$ cat src/design/mdsu_pkg.sv
// Shared types and arithmetic helpers of the masked diffusion stencil update core.
// Holds the operation, neighbour, state and control types and the Q8.24 saturation.
// Depends on nothing; every other design file imports it.
package mdsu_pkg;

    typedef enum logic [1:0] {
        OP_LOAD   = 2'd0,
        OP_UPDATE = 2'd1,
        OP_SWAP   = 2'd2,
        OP_READ   = 2'd3
    } t_op;

    typedef enum logic [1:0] {
        REG_TIME_STEP  = 2'd0,
        REG_DIFF_GAIN  = 2'd1,
        REG_CELL_GAIN  = 2'd2,
        REG_DECAY_RATE = 2'd3
    } t_reg;

    // Order in which the stencil words are fetched; the centre comes first.
    typedef enum logic [2:0] {
        NB_C  = 3'd0,
        NB_XM = 3'd1,
        NB_XP = 3'd2,
        NB_YM = 3'd3,
        NB_YP = 3'd4,
        NB_ZM = 3'd5,
        NB_ZP = 3'd6
    } t_nb;

    typedef enum logic [3:0] {
        S_CLEAR,
        S_IDLE,
        S_LOAD,
        S_READ,
        S_RD_LAST,
        S_MUL_A,
        S_MUL_B,
        S_MUL_C,
        S_SUM,
        S_MUL_R,
        S_WRITE,
        S_DONE
    } t_state;

    typedef enum logic [1:0] {
        MUL_DIFF,
        MUL_SRC,
        MUL_DECAY,
        MUL_STEP
    } t_mul_sel;

    typedef struct packed {
        logic rd;
        logic wr_conc;
        logic wr_mask;
        logic buf_sel;
        logic mask_val;
    } t_grid_ctl;

    typedef struct packed {
        logic     cap_c;
        logic     acc_en;
        t_mul_sel mul_sel;
        logic     cap_a;
        logic     cap_b;
        logic     cap_r;
    } t_alu_ctl;

    localparam int DATA_W = 32;
    localparam int COEF_W = 31;
    localparam int FRAC_W = 24;

    function automatic logic signed [DATA_W-1:0] sat32(input logic signed [63:0] v);
        logic signed [DATA_W-1:0] r;
        if (v > 64'sd2147483647) begin
            r = 32'sh7FFFFFFF;
        end else if (v < -64'sd2147483648) begin
            r = 32'sh80000000;
        end else begin
            r = v[DATA_W-1:0];
        end
        return r;
    endfunction

    // Reduces a 5-bit coordinate modulo size (at least 4) by repeated subtraction.
    function automatic logic [8:0] wrap_coord(input logic [4:0] v, input int size);
        logic [8:0] r;
        r = {4'b0000, v};
        for (int i = 0; i < 8; i++) begin
            if (r >= 9'(size)) begin
                r = r - 9'(size);
            end
        end
        return r;
    endfunction

endpackage

$ cat src/design/mdsu_addr.sv
// Stencil address generator: turns a voxel coordinate and a neighbour code into a
// flat voxel index, wrapping in x and y and reflecting in z. Uses mdsu_pkg.
module mdsu_addr import mdsu_pkg::*; #(
    parameter int X_SIZE = 32,
    parameter int Y_SIZE = 32,
    parameter int Z_TOP  = 16,
    parameter int XW     = 5,
    parameter int YW     = 5,
    parameter int ZW     = 5,
    parameter int IW     = 15
) (
    input  logic [XW-1:0] i_x,
    input  logic [YW-1:0] i_y,
    input  logic [ZW-1:0] i_z,
    input  t_nb           i_nb,
    output logic [IW-1:0] o_idx
);

    localparam int ZN = Z_TOP + 1;
    localparam int YZ = Y_SIZE * ZN;

    logic [XW-1:0] nx;
    logic [YW-1:0] ny;
    logic [ZW-1:0] nz;

    always_comb begin
        nx = i_x;
        ny = i_y;
        nz = i_z;
        case (i_nb)
            NB_C: begin
            end
            NB_XM: nx = (i_x == '0) ? XW'(X_SIZE - 1) : i_x - XW'(1);
            NB_XP: nx = (i_x == XW'(X_SIZE - 1)) ? '0 : i_x + XW'(1);
            NB_YM: ny = (i_y == '0) ? YW'(Y_SIZE - 1) : i_y - YW'(1);
            NB_YP: ny = (i_y == YW'(Y_SIZE - 1)) ? '0 : i_y + YW'(1);
            // The planes beyond either end mirror onto their inner neighbour.
            NB_ZM: nz = (i_z == '0) ? ZW'(1) : i_z - ZW'(1);
            NB_ZP: nz = (i_z == ZW'(Z_TOP)) ? ZW'(Z_TOP - 1) : i_z + ZW'(1);
            default: begin
            end
        endcase
    end

    assign o_idx = IW'(nx) * IW'(YZ) + IW'(ny) * IW'(ZN) + IW'(nz);

endmodule

$ cat config.mk
export PLATFORM = sky130hd
export DESIGN_NAME = mdsu_addr
export DESIGN_NICKNAME = d
export VERILOG_FILES = /design/src/design/mdsu_pkg.sv /design/src/design/mdsu_addr.sv
export SDC_FILE = /design/constraint.sdc
export NUM_CORES = 1
export LEC_CHECK = 0
export BUFFER_PORTS_ARGS = -buffer_cell sky130_fd_sc_hd__buf_2
export CAP_MARGIN = 20
export CORE_ASPECT_RATIO = 1.2
export CORE_UTILIZATION = 55
export DETAILED_ROUTE_END_ITERATION = 8
export GPL_TIMING_DRIVEN = 0
export PLACE_DENSITY = 0.8
export SLEW_MARGIN = 25
export SYNTH_ARGS = -nofsm -noshare
export SYNTH_HDL_FRONTEND = slang
export SYNTH_SLANG_ARGS = --single-unit
$ cat constraint.sdc
create_clock -name vclk -period 7.1
set_clock_uncertainty 0.05 [all_clocks]
set_input_delay 0.71 -clock vclk [all_inputs]
set_output_delay 0.71 -clock vclk [all_outputs]
set_load 0.1 [all_outputs]
# ---- Word-level counts from Yosys, hierarchy flattened
# Index checks and enable logic that the tools add are counted.
dict set report word_totals {
  regBits 0
  inputBits 18
  output_inout_bits 15
  wordCells 31
}
dict set report classes {
  n_addsub 8
  mul 2
  n_eq_ne 9
  mux 9
  n_reduce_logical 3
}
# operator n
set op_table {}
lappend op_table {{$mux 5} 6}
lappend op_table {{$pmux 5 s2} 3}
lappend op_table {{$mul 5x5->10 const B} 2}
lappend op_table {{$add 15x10->15} 1}
lappend op_table {{$add 15x5->15} 1}
lappend op_table {{$add 5x1->5 const B} 3}
lappend op_table {{$eq 5x5->1 const B} 3}
lappend op_table {{$logic_not 5->1} 3}
lappend op_table {{$sub 5x1->5 const B} 3}
lappend op_table {{$eq 3x3->1 const B} 3}
lappend op_table {{$eq 3x2->1 const B} 2}
lappend op_table {{$eq 3x1->1 const B} 1}

# ---- Longest topological paths before layout
# Gate-level depths: netlist (run 1).
dict set report depth {
  word_depth 6
  mapped_depth 18
  mapped_depth_nobuf 18
}

# ---- Worst setup path after synthesis (run 1)
# Ideal clock, no wire load.
dict set report synth_path {
  path_type {input -> output}
  from {input port i_y[0]}
  to {output port o_idx[12]}
  arrival_time_ps 5345
  required_time_ps 6340
  slack_ps 995
  cell_stages 15
  n_path_buf 0
  path_cell_list {ha_1 and3_1 ha_1 nand2b_1 o221a_2 a21oi_1 ha_1 ha_1 ha_1 fa_1 a21oi_1 o21ai_0 a21oi_1 o21ai_0 xnor2_1}
}
dict set report synth_via {
  elab_chain_len 6
  word_cells_on_any_way 10
  classes_between {add/sub (4); mul (1); eq/ne (1); mux (3); reduce/logical (1)}
}
# item line_no
set synth_lines {}
lappend synth_lines {{start, declared} mdsu_addr.sv:13} ;# input logic [YW-1:0] i_y,
lappend synth_lines {{$add 5x1->5, or another cell as far along} mdsu_addr.sv:36} ;# NB_YP: ny = (i_y == YW'(Y_SIZE - 1)) ? '0 : i_y + YW'(1);
lappend synth_lines {{$mux 5 (on tied branches)} {mdsu_addr.sv:36, mdsu_addr.sv:35}}
lappend synth_lines {{$pmux 5 s2 *} mdsu_addr.sv:30} ;# case (i_nb)
lappend synth_lines {{$mul 5x5->10 *} mdsu_addr.sv:45} ;# assign o_idx = IW'(nx) * IW'(YZ) + IW'(ny) * IW'(ZN) + IW'(nz);
lappend synth_lines {{$add 15x10->15 *} mdsu_addr.sv:45}
lappend synth_lines {{$add 15x5->15 *} mdsu_addr.sv:45}
lappend synth_lines {{end, declared} mdsu_addr.sv:16} ;# output logic [IW-1:0] o_idx
# Mark *: on every way between the ends. The rest lies on a longest branch, timed or not.

# ---- Worst setup path after layout (run 1)
dict set report layout_path {
  from {input port i_nb[2]}
  to {output port o_idx[13]}
}
dict set report layout_via {
  elab_chain_len 5
  word_cells_on_any_way 13
  classes_between {add/sub (2); mul (2); eq/ne (6); mux (3)}
}
# item line_no
set layout_lines {}
lappend layout_lines {{start, declared} mdsu_addr.sv:15} ;# input t_nb i_nb,
lappend layout_lines {{$eq 3x3->1, or another cell as far along} mdsu_addr.sv:30}
lappend layout_lines {{$pmux 5 s2} mdsu_addr.sv:30}
lappend layout_lines {{$mul 5x5->10} mdsu_addr.sv:45}
lappend layout_lines {{$add 15x10->15} mdsu_addr.sv:45}
lappend layout_lines {{$add 15x5->15 *} mdsu_addr.sv:45}
# Marks and branches as above.

==> results.yml, run 1 <==
power_and_ir_drop:
  p_leak_nw: 0.907
  combPwrFrac: 1.000
  switchingPower_uw: 376
  p_sw_frac: 0.786
  irDropWorstVdd_mv: 0.529
  total_power_uw: 478
  power_density_nw_per_um2: 260
  clockPowerShare: 0
  p_seq_frac: 0
  intPower_uw: 102
routing:
  ant_nets: 0
  route.detailed.drc: 0
  highest_layer: "met3"
  vias_per_cell: 6.04
  dr.first_iter.drc_count: 53
  wl_met1_um: 1510
  drt-pass1-iter-count: 4
  dr_wl_met3_um: 76
  vias: 1734
  wl_met2_um: 1780
  wire_per_inst_um: 11.7
  wl_um: 3370
critical_path:
  cpPeakStageDelay_ps: 460
  worstSetupPathType: "input pin to output port"
  path_cells: "buf_2 -> buf_2 -> or2_2 -> clkbuf_1 -> nand2_1 -> a21boi_0 -> o21ai_0 -> ha_1 -> ha_1 -> fa_1 -> ha_1 -> nand3_1 -> o211a_1 -> o211ai_1 -> nor2_1 -> mux2_2 -> nor3_2 -> buf_2"
  startpoint_type: "input pin"
  required_ps: 6340
  critPathSlowestCell: "fa_1"
  worstSetupEndpointType: "output port"
  crit_fanout: 10
  critPathArrivalTime_ps: 5190
  cpLargestDelayFamily: "adder cells"
  critPathBufInv: 4
final_layout:
  fin_nets: 313
  final_area_sq_um: 1840
  syn2layout_area_growth_pct: 12.0
  seq_area_sq_um: 0
  clockBufferCount: 0
  drive_gt1_frac: 0.178
  nFillCells: 272
  nFlopsAndLatches: 0
  post-route-util: 0.656
  n_antenna_cell: 0
  stdcell_count: 287
global_routing:
  grt_util_all_layers: 0.204
  grt_pass1_wl_um: 5270
  gr-total-overflow: 0
  grt_start_max_net_pins: 11
  antenna_found_initial: 0
  grt_pass1_vias: 1338
yosys:
  yosys.area.top_type_share: 0.289
  avgSynthCellArea_sq_um: 7.41
  synth_area_leaders: "ha_1, a21oi_1, xnor2_1, nor2_1, o21ai_0"
  netlist_top_cells_count: "ha_1, a21oi_1, nor2_1, nand2_1, inv_1"
  synth_nets: 280
  synth_cell_types: 52
  yosysWarnings: 0
  synth_area_leader_cell: "ha_1"
  syn-cell-area_sq_um: 1650
  yosysMostFrequentCell: "ha_1"
  synth_seq_area_share: 0
  netlist_instances: 222
placement:
  pre_cts_slack_ps: 1160
  dp_hpwl_um: 2850
  postPlaceCellArea_sq_um: 1840
  gp_congestion: 0.857
  dp_cells: 287
  io_buffers: 31
timing:
  rsz0062_at_grt: "false"
  fin_ws_ps: 1150
  slew_violations: 0
  fin_hold_ws_ps: 2170
  fmax_mhz: 168
  setup_viol: 0
  tightest_slew_ps: 515
  max-slew-margin-rel: 0.655
  fin_crit_sh: 0.838
  fin_setup_tns_ps: 0
  min_period_ps: 5950
  finalHoldViolCount: 0
clocking:
  post-cts-setup-buffers: 0
  cts_hold_buf: 0
  cts_resized: 0
flow_run:
  maxCapViolations: 0
floorplanning:
  die-area_sq_um: 3220
  num_rows: 21
  die_h_um: 61.9
  pin_count: 33
  core_area_sq_um: 2810
  start_util: 0.585
  die_width_um: 51.9
min_path:
  hold_class: "input pin to output port"
status:
  status: "finished clean"
==> power by group through the flow <==
| stage | sequential, mW | combinational [mW] | clock (mW) |
|---|---|---|---|
| floorplan | 0 | 0.419 | 0 |
| global placement | 0 | 0.476 | 0 |
| detailed placement | 0 | 0.480 | 0 |
| CTS | 0 | 0.481 | 0 |
| global route | 0 | 0.509 | 0 |
| finish | 0 | 0.478 | 0 |
==> routing by layer <==
| metal | GRT usage | up-vias |
|---|---|---|
| li1 | - | 895 |
| met5 | 0 | - |
| met2 | 0.427 | 34 |
| met4 | 0 | 0 |
| met3 | 0 | 0 |
| met1 | 0.244 | 805 |
==> final cells by class <==
cell class,count,area [sq um],share of cell area
multi-input combinational,201,1550,0.843
buffer,6,35.0,0.0190
inverter,15,56.3,0.0305
timing repair buffer,31,155,0.0842
tap,34,42.5,0.0231
==> final timing paths <==
path / slack, ps / to / cells after the start / startpoint
max: 1150 / o_idx[13] / 18 / i_nb[2]
min: 2170 / o_idx[13] / 6 / i_x[4]
==> logic make-up (layout without fill, tap and decap cells) <==
kind of cell	count (synthesis)	count (layout)	synth area share
xor+xnor	11	11	0.0586
compound gates	67	67	0.278
buf+inv	21	52	0.0555
fa+ha+maj	40	40	0.313
simple gates	80	80	0.276
mux	3	3	0.0190
==> cells in the final DEF, fill, tap and decap left out, types with 4 or more instances in the layout <==
cell type / count
xnor2_1: 10
a21oi_1: 23
nor2_1: 19
o211ai_1: 5
nor3_1: 4
nand3_1: 9
and3_1: 6
o21ai_0: 12
nand2_1: 16
nor2b_1: 4
nand2b_1: 4
ha_1: 38
nand3b_1: 4
buf_2: 32
inv_1: 14
(Power assumes the default switching activity.)
==> inputs of run 2 (changes only) <==
clock period = 5.6 ns   (was 7.1 ns; I/O delays follow)
==> results.yml, run 2 (synthesized netlist as in run 1, its figures left out) <==
status:
  status: "finished clean"
routing:
  wl_met1_um: 1530
  dr_wl_met3_um: 61
  highest_layer: "met4"
  ant_nets: 0
  vias: 1737
  route.detailed.drc: 0
  wire_per_inst_um: 12.3
  drt-pass1-iter-count: 4
  wl_um: 3560
  vias_per_cell: 6.03
  dr.first_iter.drc_count: 33
  wl_met2_um: 1950
flow_run:
  maxCapViolations: 0
final_layout:
  mostFrequentLayoutCell: "ha_1"
  multi_input_area_sq_um: 1570
  drive_gt1_frac: 0.185
  mostFrequentLayoutCells: "ha_1, buf_2, a21oi_1"
  n_antenna_cell: 0
  fin_nets: 314
  seq_area_sq_um: 0
  nFillCells: 272
  nFlopsAndLatches: 0
  syn2layout_area_growth_pct: 13.8
  clockBufferCount: 0
global_routing:
  grt_util_all_layers: 0.217
  antenna_found_initial: 0
  grt_pass1_vias: 1437
  gr-total-overflow: 0
  grt_start_max_net_pins: 11
  grt_pass1_wl_um: 5580
critical_path:
  startpoint_type: "input pin"
  worstSetupPathType: "input pin to output port"
  critPathArrivalTime_ps: 4700
  worstSetupEndpointType: "output port"
  required_ps: 4990
  crit_fanout: 10
floorplanning:
  core_area_sq_um: 2810
  pin_count: 33
  die_width_um: 51.9
  die-area_sq_um: 3220
  die_h_um: 61.9
  start_util: 0.585
  num_rows: 21
timing:
  fin_crit_sh: 0.948
  rsz0062_at_grt: "false"
  fmax_mhz: 188
  fin_hold_ws_ps: 1800
  setup_viol: 0
  tightest_slew_ps: 487
  min_period_ps: 5310
  finalHoldViolCount: 0
  slew_violations: 0
  max-slew-margin-rel: 0.677
power_and_ir_drop:
  irDropWorstVdd_mv: 0.703
  power_density_nw_per_um2: 329
  p_leak_nw: 0.921
  total_power_uw: 617
placement:
  dp_hpwl_um: 3030
  io_buffers: 31
  gp_congestion: 0.813
clocking:
  cts_hold_buf: 0
min_path:
  hold_class: "input pin to output port"
## run 2: cell type report
type | instances | share of cell area
multi-input cells | 201 | 0.837
repair buffers | 32 | 0.0915
inverters | 15 | 0.0301
well taps | 34 | 0.0227
plain buffers | 6 | 0.0187
## run 2: stage by stage
stage               area [sq um]  instances   util  setup WS [ps]  setup TNS, ps
floorplan                   1660        222      -            110              0
global placement            1860        287  0.660           1.09              0
detailed placement          1860        287  0.660          -67.3          -67.3
CTS                         1860        287  0.661           65.0              0
global route                1870        288  0.666           7.42              0
finish                      1870        288  0.666            289              0
## run 2: what timing repair did
action,4_1_cts,5_1_grt
buffers inserted,0,1
pin swaps,0,1
resized for setup,1,3
setup endpoints to repair,1,3
## run 2: layer usage
layer,vias up,global-route usage
met5,-,0
met4,0,0.0193
met3,2,0
met2,29,0.462
met1,805,0.247
li1,901,-
## run 2: critical path, stage by stage
cell      delay, ps
buf_2           170
buf_2           220
or2_2           130
clkbuf_1        220
nand2_1         150
a21boi_0        140
o21ai_0         280
ha_1            290
ha_1            200
fa_1            470
ha_1            380
nand3_1         120
o211a_1         260
o211ai_1        170
buf_4           180
nor2_1           40
mux2_2          300
nor3_4          190
buf_6           240
## run 2: path summary, 6_finish.rpt
| kind | startpoint | cells past startpoint | slack, ps | end |
|---|---|---|---|---|
| min | i_x[4] | 6 | 1800 | o_idx[13] |
| max | i_nb[2] | 19 | 290 | o_idx[13] |
## run 2: power breakdown
| part | total, mW | switching [mW] | internal (mW) |
|---|---|---|---|
| sequential | 0 | 0 | 0 |
| combinational | 0.617 | 0.481 | 0.136 |
| clock | 0 | 0 | 0 |
